$ cat config.mk
export PLATFORM = sky130hd
export DESIGN_NAME = timed_event_table
export DESIGN_NICKNAME = d
export VERILOG_FILES = /design/src/hw/rtl/tet_pkg.sv /design/src/hw/rtl/tet_ram.sv /design/src/hw/rtl/timed_event_table.sv
export SDC_FILE = /design/constraint.sdc
export NUM_CORES = 2
export LEC_CHECK = 0
export BUFFER_PORTS_ARGS = -buffer_cell sky130_fd_sc_hd__buf_2
export CAP_MARGIN = 10
export CELL_PAD_IN_SITES_DETAIL_PLACEMENT = 1
export CELL_PAD_IN_SITES_GLOBAL_PLACEMENT = 1
export CORE_AREA = 2 2 280 559
export CTS_BUF_LIST = sky130_fd_sc_hd__clkbuf_4 sky130_fd_sc_hd__clkbuf_8
export CTS_CLUSTER_SIZE = 24
export DETAILED_ROUTE_END_ITERATION = 8
export DIE_AREA = 0 0 282 561
export GPL_ROUTABILITY_DRIVEN = 0
export PLACE_DENSITY = 0.75
export SYNTH_ARGS = -nofsm -noshare
export SYNTH_HDL_FRONTEND = slang
export SYNTH_SLANG_ARGS = --single-unit
$ cat constraint.sdc
create_clock -name clk_i -period 8.3 [get_ports clk_i]
set_clock_uncertainty 0.1 [all_clocks]
set_input_delay 2.49 -clock clk_i [delete_from_list [all_inputs] [get_ports clk_i]]
set_output_delay 2.49 -clock clk_i [all_outputs]
set_load 0.05 [all_outputs]
$ cat src/hw/rtl/tet_pkg.sv
// ----------------------------------------------------------------------------
// tet_pkg: shared types and constants for the timed event table
// Field widths, item layout offsets, operation and status codes, result record.
// ----------------------------------------------------------------------------
`default_nettype none

package tet_pkg;

  // table size default and dispatch limit per poll
  localparam int SLOTS_DEF = 16;
  localparam int MAX_RES   = 16;
  localparam int N_W       = $clog2(MAX_RES + 1);

  // field widths
  localparam int KIND_W   = 2;
  localparam int NOW_W    = 32;
  localparam int WAIT_W   = 31;
  localparam int ID_W     = 16;
  localparam int HANDLE_W = 4;
  localparam int STATUS_W = 3;

  // input tdata layout, lowest bit first
  localparam int IN_NOW_LO    = 0;
  localparam int IN_WAIT_LO   = IN_NOW_LO + NOW_W;
  localparam int IN_TGT_LO    = IN_WAIT_LO + WAIT_W;
  localparam int IN_TAG_LO    = IN_TGT_LO + ID_W;
  localparam int IN_IMM_LO    = IN_TAG_LO + ID_W;
  localparam int IN_HDL_LO    = IN_IMM_LO + 1;
  localparam int IN_BITS      = IN_HDL_LO + HANDLE_W;
  localparam int IN_DATA_W    = ((IN_BITS + 7) / 8) * 8;

  // output tdata layout, lowest bit first
  localparam int OUT_HDL_LO   = 0;
  localparam int OUT_TGT_LO   = OUT_HDL_LO + HANDLE_W;
  localparam int OUT_TAG_LO   = OUT_TGT_LO + ID_W;
  localparam int OUT_BITS     = OUT_TAG_LO + ID_W;
  localparam int OUT_DATA_W   = ((OUT_BITS + 7) / 8) * 8;

  // stored slot word: start, wait, target, tag from the lowest bit up
  localparam int SLOT_W       = NOW_W + WAIT_W + ID_W + ID_W;

  typedef enum logic [KIND_W-1:0] {
    KIND_REQUEST = 2'd0,
    KIND_CANCEL  = 2'd1,
    KIND_POLL    = 2'd2
  } kind_e;

  typedef enum logic [STATUS_W-1:0] {
    ST_ACCEPTED   = 3'd0,
    ST_FULL       = 3'd1,
    ST_REJECTED   = 3'd2,
    ST_CANCELLED  = 3'd3,
    ST_NOT_FOUND  = 3'd4,
    ST_DISPATCHED = 3'd5,
    ST_NONE_DUE   = 3'd6
  } status_e;

  typedef enum logic [1:0] {
    FSM_IDLE = 2'd0,
    FSM_WALK = 2'd1,
    FSM_FIN  = 2'd2
  } state_e;

  // one result item without its last flag
  typedef struct packed {
    status_e              status;
    logic [HANDLE_W-1:0]  handle;
    logic [ID_W-1:0]      target;
    logic [ID_W-1:0]      tag;
  } res_t;

endpackage

`default_nettype wire

$ cat src/hw/rtl/tet_ram.sv
// ----------------------------------------------------------------------------
// tet_ram: generic single-write, single-read synchronous RAM
// One write port, one read port with read enable and registered read data.
// ----------------------------------------------------------------------------
`default_nettype none

module tet_ram #(
  parameter int WIDTH = 8,
  parameter int DEPTH = 16,
  parameter int AW    = (DEPTH > 1) ? $clog2(DEPTH) : 1
) (
  input  wire logic             clk_i,
  input  wire logic             we_i,
  input  wire logic [AW-1:0]    waddr_i,
  input  wire logic [WIDTH-1:0] wdata_i,
  input  wire logic             re_i,
  input  wire logic [AW-1:0]    raddr_i,
  output logic      [WIDTH-1:0] rdata_o
);

  logic [WIDTH-1:0] mem_q [DEPTH];

  // write port
  always_ff @(posedge clk_i) begin
    if (we_i) begin
      mem_q[waddr_i] <= wdata_i;
    end
  end

  // registered read, holds while not enabled
  always_ff @(posedge clk_i) begin
    if (re_i) begin
      rdata_o <= mem_q[raddr_i];
    end
  end

endmodule

`default_nettype wire

$ cat src/hw/rtl/timed_event_table.sv
// ----------------------------------------------------------------------------
// timed_event_table: table of pending timed events
// Stores requests in free slots, keeps their insertion order in a memory and
// on a poll removes and emits up to MAX_RES due entries in that order.
//
//   channel  | dir | tuser        | tdata                                   | tlast
//   s_axis   | in  | kind         | now, wait, target, tag, immediate, hdl  | -
//   m_axis   | out | status       | handle, target, tag                     | last
//
// Request, rejected request and cancel of a free slot: the item moves straight
// to the final state, which loads the result once the output register is free.
// Poll and cancel of a pending slot: the walk reads the order-list memory and
// then the slot memory, one entry per cycle while not stalled, and then the
// final state loads the result. A new item is taken only in idle, afterwards.
// A full output register stalls the walk only when a due entry after the first is
// dispatched; the final result waits for a free output register the same way.
// Reset clears the valid bits and the count; no clearing pass is needed.
// ----------------------------------------------------------------------------
`default_nettype none

module timed_event_table #(
  parameter int SLOTS = tet_pkg::SLOTS_DEF
) (
  input  wire logic                           clk_i,
  input  wire logic                           rst_ni,
  // tdata: now_ms, wait_ms, target_id, event_tag, immediate, handle_in
  input  wire logic                           s_axis_tvalid,
  output logic                                s_axis_tready,
  input  wire logic [tet_pkg::IN_DATA_W-1:0]  s_axis_tdata,
  // tuser: kind
  input  wire logic [tet_pkg::KIND_W-1:0]     s_axis_tuser,
  output logic                                m_axis_tvalid,
  input  wire logic                           m_axis_tready,
  // tdata: handle_out, target_out, tag_out
  output logic      [tet_pkg::OUT_DATA_W-1:0] m_axis_tdata,
  // tuser: status
  output logic      [tet_pkg::STATUS_W-1:0]   m_axis_tuser,
  output logic                                m_axis_tlast
);

  import tet_pkg::*;

  localparam int SW = (SLOTS > 1) ? $clog2(SLOTS) : 1;
  localparam int CW = $clog2(SLOTS + 1);

  // input fields
  kind_e               in_kind;
  logic [NOW_W-1:0]    in_now;
  logic [WAIT_W-1:0]   in_wait;
  logic [ID_W-1:0]     in_target;
  logic [ID_W-1:0]     in_tag;
  logic                in_imm;
  logic [HANDLE_W-1:0] in_hin;

  assign in_kind   = kind_e'(s_axis_tuser);
  assign in_now    = s_axis_tdata[IN_NOW_LO +: NOW_W];
  assign in_wait   = s_axis_tdata[IN_WAIT_LO +: WAIT_W];
  assign in_target = s_axis_tdata[IN_TGT_LO +: ID_W];
  assign in_tag    = s_axis_tdata[IN_TAG_LO +: ID_W];
  assign in_imm    = s_axis_tdata[IN_IMM_LO];
  assign in_hin    = s_axis_tdata[IN_HDL_LO +: HANDLE_W];

  // control state
  state_e           st_q, st_d;
  logic [SLOTS-1:0] valid_q, valid_d;
  logic [CW-1:0]    cnt_q, cnt_d;
  logic [CW-1:0]    idx_q, idx_d;
  logic [CW-1:0]    keep_q, keep_d;
  logic [N_W-1:0]   n_q, n_d;
  logic             v1_q, v1_d;
  logic             v2_q, v2_d;
  logic             out_valid_q;

  // item context and walk payload
  kind_e            kind_q, kind_d;
  logic [NOW_W-1:0] now_q, now_d;
  logic [SW-1:0]    hin_q, hin_d;
  logic [SW-1:0]    s2_q, s2_d;
  res_t             held_q, held_d;
  res_t             out_res_q;
  logic             out_last_q;

  // memory ports
  logic              ord_we, ord_re;
  logic [SW-1:0]     ord_waddr, ord_wdata, ord_rdata;
  logic              dat_we, dat_re;
  logic [SLOT_W-1:0] dat_wdata, dat_rdata;

  // misc combinational
  logic          out_free, out_load, out_last_d;
  logic [SW-1:0] free_idx;
  logic          free_found;
  logic          hin_ok;
  logic [SW-1:0] hin_idx;
  logic [NOW_W-1:0] elapsed;
  logic          due, dispatch, remove, adv;

  // lowest free slot
  always_comb begin
    free_idx   = '0;
    free_found = 1'b0;
    for (int k = SLOTS - 1; k >= 0; k--) begin
      if (!valid_q[k]) begin
        free_idx   = SW'(k);
        free_found = 1'b1;
      end
    end
  end

  assign hin_idx = SW'(in_hin);
  assign hin_ok  = (32'(in_hin) < 32'(SLOTS));

  // due check on the slot word read for the entry in the last walk stage
  assign elapsed  = now_q - dat_rdata[NOW_W-1:0];
  assign due      = !elapsed[NOW_W-1] &&
                    (elapsed[WAIT_W-1:0] > dat_rdata[NOW_W +: WAIT_W]);
  assign dispatch = (kind_q == KIND_POLL) && due && (n_q < N_W'(MAX_RES));
  assign remove   = (kind_q == KIND_POLL) ? dispatch : (s2_q == hin_q);

  assign out_free = !out_valid_q || m_axis_tready;

  // next state, walk pipeline and memory control
  always_comb begin
    st_d       = st_q;
    valid_d    = valid_q;
    cnt_d      = cnt_q;
    idx_d      = idx_q;
    keep_d     = keep_q;
    n_d        = n_q;
    v1_d       = v1_q;
    v2_d       = v2_q;
    kind_d     = kind_q;
    now_d      = now_q;
    hin_d      = hin_q;
    s2_d       = s2_q;
    held_d     = held_q;
    out_load   = 1'b0;
    out_last_d = 1'b0;
    s_axis_tready = 1'b0;
    adv        = 1'b0;
    ord_we     = 1'b0;
    ord_waddr  = cnt_q[SW-1:0];
    ord_wdata  = free_idx;
    ord_re     = 1'b0;
    dat_we     = 1'b0;
    dat_re     = 1'b0;
    dat_wdata  = {in_tag, in_target, in_wait, in_now};

    unique case (st_q)
      FSM_IDLE: begin
        s_axis_tready = 1'b1;
        if (s_axis_tvalid) begin
          kind_d = in_kind;
          now_d  = in_now;
          hin_d  = hin_idx;
          idx_d  = '0;
          keep_d = '0;
          n_d    = '0;
          v1_d   = 1'b0;
          v2_d   = 1'b0;
          held_d = '{status: ST_NONE_DUE, handle: '0, target: '0, tag: '0};
          unique case (in_kind)
            KIND_REQUEST: begin
              st_d = FSM_FIN;
              if (in_imm) begin
                held_d.status = ST_REJECTED;
              end else if (!free_found) begin
                held_d.status = ST_FULL;
              end else begin
                held_d.status = ST_ACCEPTED;
                held_d.handle = HANDLE_W'(free_idx);
                valid_d[free_idx] = 1'b1;
                dat_we = 1'b1;
                ord_we = 1'b1;
                cnt_d  = cnt_q + CW'(1);
              end
            end
            KIND_CANCEL: begin
              held_d.handle = in_hin;
              if (hin_ok && valid_q[hin_idx]) begin
                held_d.status = ST_CANCELLED;
                valid_d[hin_idx] = 1'b0;
                st_d = FSM_WALK;
              end else begin
                held_d.status = ST_NOT_FOUND;
                st_d = FSM_FIN;
              end
            end
            KIND_POLL: begin
              st_d = FSM_WALK;
            end
            default: begin
              st_d = FSM_IDLE;
            end
          endcase
        end
      end

      FSM_WALK: begin
        // every dispatch after the first pushes the held result out first
        adv = !(v2_q && dispatch && (n_q != '0) && !out_free);
        if (adv) begin
          // stage 1: order list read
          ord_re = (idx_q < cnt_q);
          v1_d   = ord_re;
          if (ord_re) begin
            idx_d = idx_q + CW'(1);
          end
          // stage 2: slot read
          dat_re = v1_q;
          s2_d   = ord_rdata;
          v2_d   = v1_q;
          // stage 3: remove or keep
          if (v2_q) begin
            if (remove) begin
              if (kind_q == KIND_POLL) begin
                valid_d[s2_q] = 1'b0;
                n_d = n_q + N_W'(1);
                if (n_q != '0) begin
                  out_load = 1'b1;
                end
                held_d = '{status: ST_DISPATCHED,
                           handle: HANDLE_W'(s2_q),
                           target: dat_rdata[NOW_W + WAIT_W +: ID_W],
                           tag:    dat_rdata[NOW_W + WAIT_W + ID_W +: ID_W]};
              end
            end else begin
              ord_we    = 1'b1;
              ord_waddr = keep_q[SW-1:0];
              ord_wdata = s2_q;
              keep_d    = keep_q + CW'(1);
            end
          end
        end
        if ((idx_q == cnt_q) && !v1_q && !v2_q) begin
          cnt_d = keep_q;
          st_d  = FSM_FIN;
        end
      end

      FSM_FIN: begin
        if (out_free) begin
          out_load   = 1'b1;
          out_last_d = 1'b1;
          st_d       = FSM_IDLE;
        end
      end

      default: begin
        st_d = FSM_IDLE;
      end
    endcase
  end

  // control registers
  always_ff @(posedge clk_i or negedge rst_ni) begin
    if (!rst_ni) begin
      st_q        <= FSM_IDLE;
      valid_q     <= '0;
      cnt_q       <= '0;
      idx_q       <= '0;
      keep_q      <= '0;
      n_q         <= '0;
      v1_q        <= 1'b0;
      v2_q        <= 1'b0;
      kind_q      <= KIND_REQUEST;
      out_valid_q <= 1'b0;
    end else begin
      st_q    <= st_d;
      valid_q <= valid_d;
      cnt_q   <= cnt_d;
      idx_q   <= idx_d;
      keep_q  <= keep_d;
      n_q     <= n_d;
      v1_q    <= v1_d;
      v2_q    <= v2_d;
      kind_q  <= kind_d;
      if (out_load) begin
        out_valid_q <= 1'b1;
      end else if (m_axis_tready) begin
        out_valid_q <= 1'b0;
      end
    end
  end

  // payload registers
  always_ff @(posedge clk_i) begin
    now_q  <= now_d;
    hin_q  <= hin_d;
    s2_q   <= s2_d;
    held_q <= held_d;
    if (out_load) begin
      out_res_q  <= held_q;
      out_last_q <= out_last_d;
    end
  end

  // insertion order memory
  tet_ram #(
    .WIDTH (SW),
    .DEPTH (SLOTS),
    .AW    (SW)
  ) u_order_ram (
    .clk_i   (clk_i),
    .we_i    (ord_we),
    .waddr_i (ord_waddr),
    .wdata_i (ord_wdata),
    .re_i    (ord_re),
    .raddr_i (idx_q[SW-1:0]),
    .rdata_o (ord_rdata)
  );

  // slot contents memory
  tet_ram #(
    .WIDTH (SLOT_W),
    .DEPTH (SLOTS),
    .AW    (SW)
  ) u_slot_ram (
    .clk_i   (clk_i),
    .we_i    (dat_we),
    .waddr_i (free_idx),
    .wdata_i (dat_wdata),
    .re_i    (dat_re),
    .raddr_i (ord_rdata),
    .rdata_o (dat_rdata)
  );

  // output channel
  assign m_axis_tvalid = out_valid_q;
  assign m_axis_tuser  = out_res_q.status;
  assign m_axis_tlast  = out_last_q;
  assign m_axis_tdata  = {(OUT_DATA_W - OUT_BITS)'(0), out_res_q.tag,
                          out_res_q.target, out_res_q.handle};

`ifndef NO_ASSERTIONS
  // between items the order list length matches the pending slots
  a_count_matches_valid: assert property (@(posedge clk_i) disable iff (!rst_ni)
    (st_q == FSM_IDLE) |-> ($countones(valid_q) == 32'(cnt_q)))
    else $error("pending count differs from valid slots");

  // the walk pipeline is drained outside the walk
  a_pipe_empty: assert property (@(posedge clk_i) disable iff (!rst_ni)
    (st_q != FSM_WALK) |-> (!v1_q && !v2_q))
    else $error("walk stages busy outside walk");

  // a poll never dispatches more than the limit
  a_dispatch_limit: assert property (@(posedge clk_i) disable iff (!rst_ni)
    n_q <= N_W'(MAX_RES))
    else $error("dispatch count above limit");

  // a walk never leaves more entries than it started with
  a_walk_shrinks: assert property (@(posedge clk_i) disable iff (!rst_ni)
    ((st_q == FSM_WALK) && (st_d == FSM_FIN)) |=> (cnt_q <= $past(cnt_q)))
    else $error("walk grew the order list");
`endif

endmodule

`default_nettype wire
==> impl.org <==
** Clock network
- In this run, post-CTS repair resized a total of 0 instances.
- In this run the clock root is driven by a sky130_fd_sc_hd__clkbuf_8.
- In this run the post-CTS setup repair buffer count came out at 0.
- Clock latency on the worst-skew pair, taken at its later pin, is about 1 ns.
- CTS tree :: done
- Clock-pin transition on the worst setup and hold timing paths :: roughly 0.06 ns
- No sink is reached through more buffers than the 4 on the longest clock path.
- The number of hold buffers added after CTS was 0.
- For this design, the sink count on the clock tree is ~1800.
- TritonCTS created 275 clock buffers.
- Depth of the CTS H-tree :: 5

** Drt
- Antenna-violating nets left :: 0
- Across all layers, the routed design uses about 35000 vias.
- After detailed routing, the number of remaining DRC violations is 0.
- Routed WL :: between 150000 and 200000 um
- Detailed-route vias per instance :: between 5 and 6
- The detailed router finished its first iteration with about 3300 violations.
- The first detailed-routing pass took 5 iterations.
- WL per Instance :: about 29 um

** Floorplanning
- Chip width :: between 200 and 300 um
- Core region area :: around 0.15 mm2
- Y dimension of the die :: between 500 and 600 um
- The die covers about 0.16 mm2.
- Io pins :: approximately 160
- For this configuration, the core starts out at a cell density of 0.4679.
- The floorplan has 204 rows.

** Synthesis
- In the synthesized netlist the dominant register cell turns out to be sky130_fd_sc_hd__edfxtp_1.
- Of the synthesized area, sequential elements account for 0.7663.
- Cell Area, Synth :: 0.07201 mm2
- Of the post-synthesis cell area, the dominant cell type holds 0.7514.
- Cells after Synth :: around 3300
- YS warnings :: 0
- Proportion of synthesized flip-flops having asynchronous set or reset :: 0.02331
- Leading post-synthesis cells by cell area :: sky130_fd_sc_hd__edfxtp_1 75%, sky130_fd_sc_hd__mux4_2 16%, sky130_fd_sc_hd__dfrtp_1 1.5%, sky130_fd_sc_hd__ha_1 1.3%, sky130_fd_sc_hd__clkbuf_1 0.56%
- Post-synth EDFFs :: roughly 1800
- The synthesized design contains ~1800 register bits.
- Counting distinct cell types in the post-synthesis netlist gives a little over 70.
- sky130_fd_sc_hd__edfxtp_1 takes more of the synthesized area than any other cell.
- A synthesized cell averages approximately 22 um2.

** Global route
- The via count of the first global-routing pass came to approximately 38000.
- Summed over all layers, the global routing overflow is 0.
- For this run, the total global-route usage over all layers was measured as 0.2232.
- First-pass GRT wire length :: between 200000 and 300000 um
- Antenna violations before repair :: 48
- Maximum number of pins on one net before global-route repair :: roughly 120

** Worst setup path
- STA classifies the critical path endpoint as a flop.
- Along the worst path, the maximum fanout reaches 56.
- The worst setup path is of the flop to flop kind.
- STA classifies the critical path startpoint as a flop.
- At the worst endpoint, the required time is between 8 and 9 ns.
- Crit path arrival time :: around 7 ns

** Run status
- The run finished with clean final reports.

** STA
- Derived from the worst setup path, the maximum achievable clock frequency is 151.5 MHz.
- Summed negative setup slack over all endpoints :: 0 ns
- At the pin with the least slew margin, the transition time is approximately 1.3 ns.
- Of the available clock period, the critical path in the final layout requires 0.7954.
- Setup repair after global routing left no endpoint under its margin.
- Count of endpoints failing hold in the final timing report :: 0
- The final max-slew violation count came to 0.
- Headroom to the max-slew limit came out at 0.1274.
- Minimum period implied by the final worst setup slack :: 6.602 ns
- Setup violators final :: 0

** Finish
- Share of post-route cells with drive strength above 1 :: 0.3062
- The net count of the finished layout is between 3000 and 4000.
- Most frequent standard cell in the layout excluding fill and tap cells :: sky130_fd_sc_hd__edfxtp_1
- Core utilization of the finished layout :: 0.5273
- The library cells used most frequently in the layout, excluding fill and tap cells, are 1802 x sky130_fd_sc_hd__edfxtp_1, 500 x sky130_fd_sc_hd__mux4_2, 282 x sky130_fd_sc_hd__clkbuf_8, 147 x sky130_fd_sc_hd__buf_2, 85 x sky130_fd_sc_hd__inv_1.
- From synthesis to final layout, the design area changed by 12.70%.

** Power
- For this design the static power due to leakage is ~26 nW.
- The design draws 22.04 mW.
- Peak supply drop :: ~0.25 mV
- Power spread over the standard cell area amounts to 271.5 mW/mm2.

** Placement
- The wire-length estimate of the detail-placed layout is just under 100000 um.
- Port buffering added ~150 buffers.

** Run
- # Max-Cap Violations :: 0

** Min path
- The worst hold path belongs to the class flop to flop.
==> synthesized netlist by cell type (all sizes together), types with 9 or more instances <==
cell type	instances
o21a	13
clkbuf	108
nor4	12
nor2	78
nand2b	14
a21o	18
inv	86
and2	40
nand4	21
o21ai	85
nor3	21
mux4	500
and3	9
nor2b	18
xnor2	20
nand3	30
a21oi	48
mux2i	13
nand2	73
dfrtp	43
edfxtp	1802
buf	38
a31oi	17
ha	75
xor2	11
==> per-stage QoR <==
stage	instances	cell area, um2	hold WS, ns	setup slack (ns)
2_1_floorplan	3277	72030	0.3003	-0.009784
3_3_place_gp	5413	75880	0.3029	1.861
3_5_place_dp	5413	75880	0.3051	1.705
4_1_cts	5872	81080	0.3145	1.698
5_1_grt	5877	81130	0.3301	1.256
6_report	5891	81160	0.3139	1.698
==> state kept, by name (all words and copies together) (netlist names), 2 cells and up <==
| signal | flops |
|---|---|
| n_q | 5 |
| m_axis_tuser | 3 |
| now_q | 32 |
| u_order_ram.rdata_o | 4 |
| hin_q | 4 |
| st_q | 2 |
| keep_q | 5 |
| u_slot_ram.rdata_o | 95 |
| s2_q | 4 |
| m_axis_tdata | 36 |
| u_order_ram.mem_q | 64 |
| valid_q | 16 |
| held_q | 39 |
| idx_q | 5 |
| u_slot_ram.mem_q | 1520 |
| kind_q | 2 |
| cnt_q | 5 |
==> logic make-up after synthesis <==
family / count (synthesis) / share of synthesized area
xor+xnor: 31 / 0.003770
compound gates: 236 / 0.02088
simple gates: 336 / 0.02410
flops: 1845 / 0.7663
buf+inv: 232 / 0.01274
other cells: 1 / 0.00005207
fa+ha+maj: 76 / 0.01331
mux: 517 / 0.1588
==> metal layers <==
metal  GRT usage  vias up  routed length (um)  share of wire
met1      0.2844    18550               65590           0.38
met5           0        -                 373         0.0021
li1            -    14430                   -              -
met3     0.05146      391               13260          0.076
met2      0.3764     1453               89560           0.52
met4     0.07593       60                4931          0.028
==> layout make-up <==
type | count | area (um2)
sequential | 1845 | 55190
multi-input combinational | 1200 | 16080
clock buffer | 348 | 4377
fill | 13610 | 72750
tap | 2060 | 2577
antenna | 17 | 42.54
timing repair buffer | 224 | 1747
inverter | 86 | 322.8
clock inverter | 111 | 829.5
==> critical path: stages, from the launching register on <==
cell                        delay (ns)
sky130_fd_sc_hd__edfxtp_1         0.37
sky130_fd_sc_hd__inv_1            0.07
sky130_fd_sc_hd__ha_1             0.20
sky130_fd_sc_hd__fa_1             0.24
sky130_fd_sc_hd__nor2b_1          0.08
sky130_fd_sc_hd__o2111ai_1        0.25
sky130_fd_sc_hd__a21oi_1          0.17
sky130_fd_sc_hd__o21ai_0          0.53
sky130_fd_sc_hd__a211oi_1         0.24
sky130_fd_sc_hd__o31ai_1          0.50
sky130_fd_sc_hd__o21bai_1         0.14
sky130_fd_sc_hd__a21oi_1          0.20
sky130_fd_sc_hd__xnor2_1          0.17
sky130_fd_sc_hd__ha_1             0.29
sky130_fd_sc_hd__a21o_1           0.17
sky130_fd_sc_hd__a21o_1           0.18
sky130_fd_sc_hd__a21oi_1          0.15
sky130_fd_sc_hd__o211ai_1         0.14
sky130_fd_sc_hd__o21ai_0          0.20
sky130_fd_sc_hd__buf_4            0.21
sky130_fd_sc_hd__a21oi_2          0.05
sky130_fd_sc_hd__buf_4            0.22
sky130_fd_sc_hd__a21oi_1          0.43
sky130_fd_sc_hd__and2_4           0.53
sky130_fd_sc_hd__buf_12           0.35
==> path summary, 6_finish.rpt <==
kind / from / endpoint / slack [ns] / depth (start not counted)
worst max-delay path: now_q[0] / u_slot_ram.rdata_o[24] / 1.70 / 24
worst min-delay path: held_q[1] / m_axis_tdata[21] / 0.31 / 0
worst max register to register: now_q[0] / u_slot_ram.rdata_o[24] / 1.70 / 24
worst min register to register: held_q[1] / m_axis_tdata[21] / 0.31 / 0
max in group asynchronous: rst_ni / valid_q[12] / 5.73 / 1
min in group asynchronous: rst_ni / cnt_q[0] / 1.63 / 1
==> where the power goes <==
| part | total [mW] | internal [mW] | switching, mW |
|---|---|---|---|
| Clock | 7.23 | 3.85 | 3.38 |
| Sequential | 11.1 | 10.8 | 0.230 |
| Combinational | 3.73 | 1.41 | 2.33 |
No activity file was read; power rests on OpenSTA's default activity.
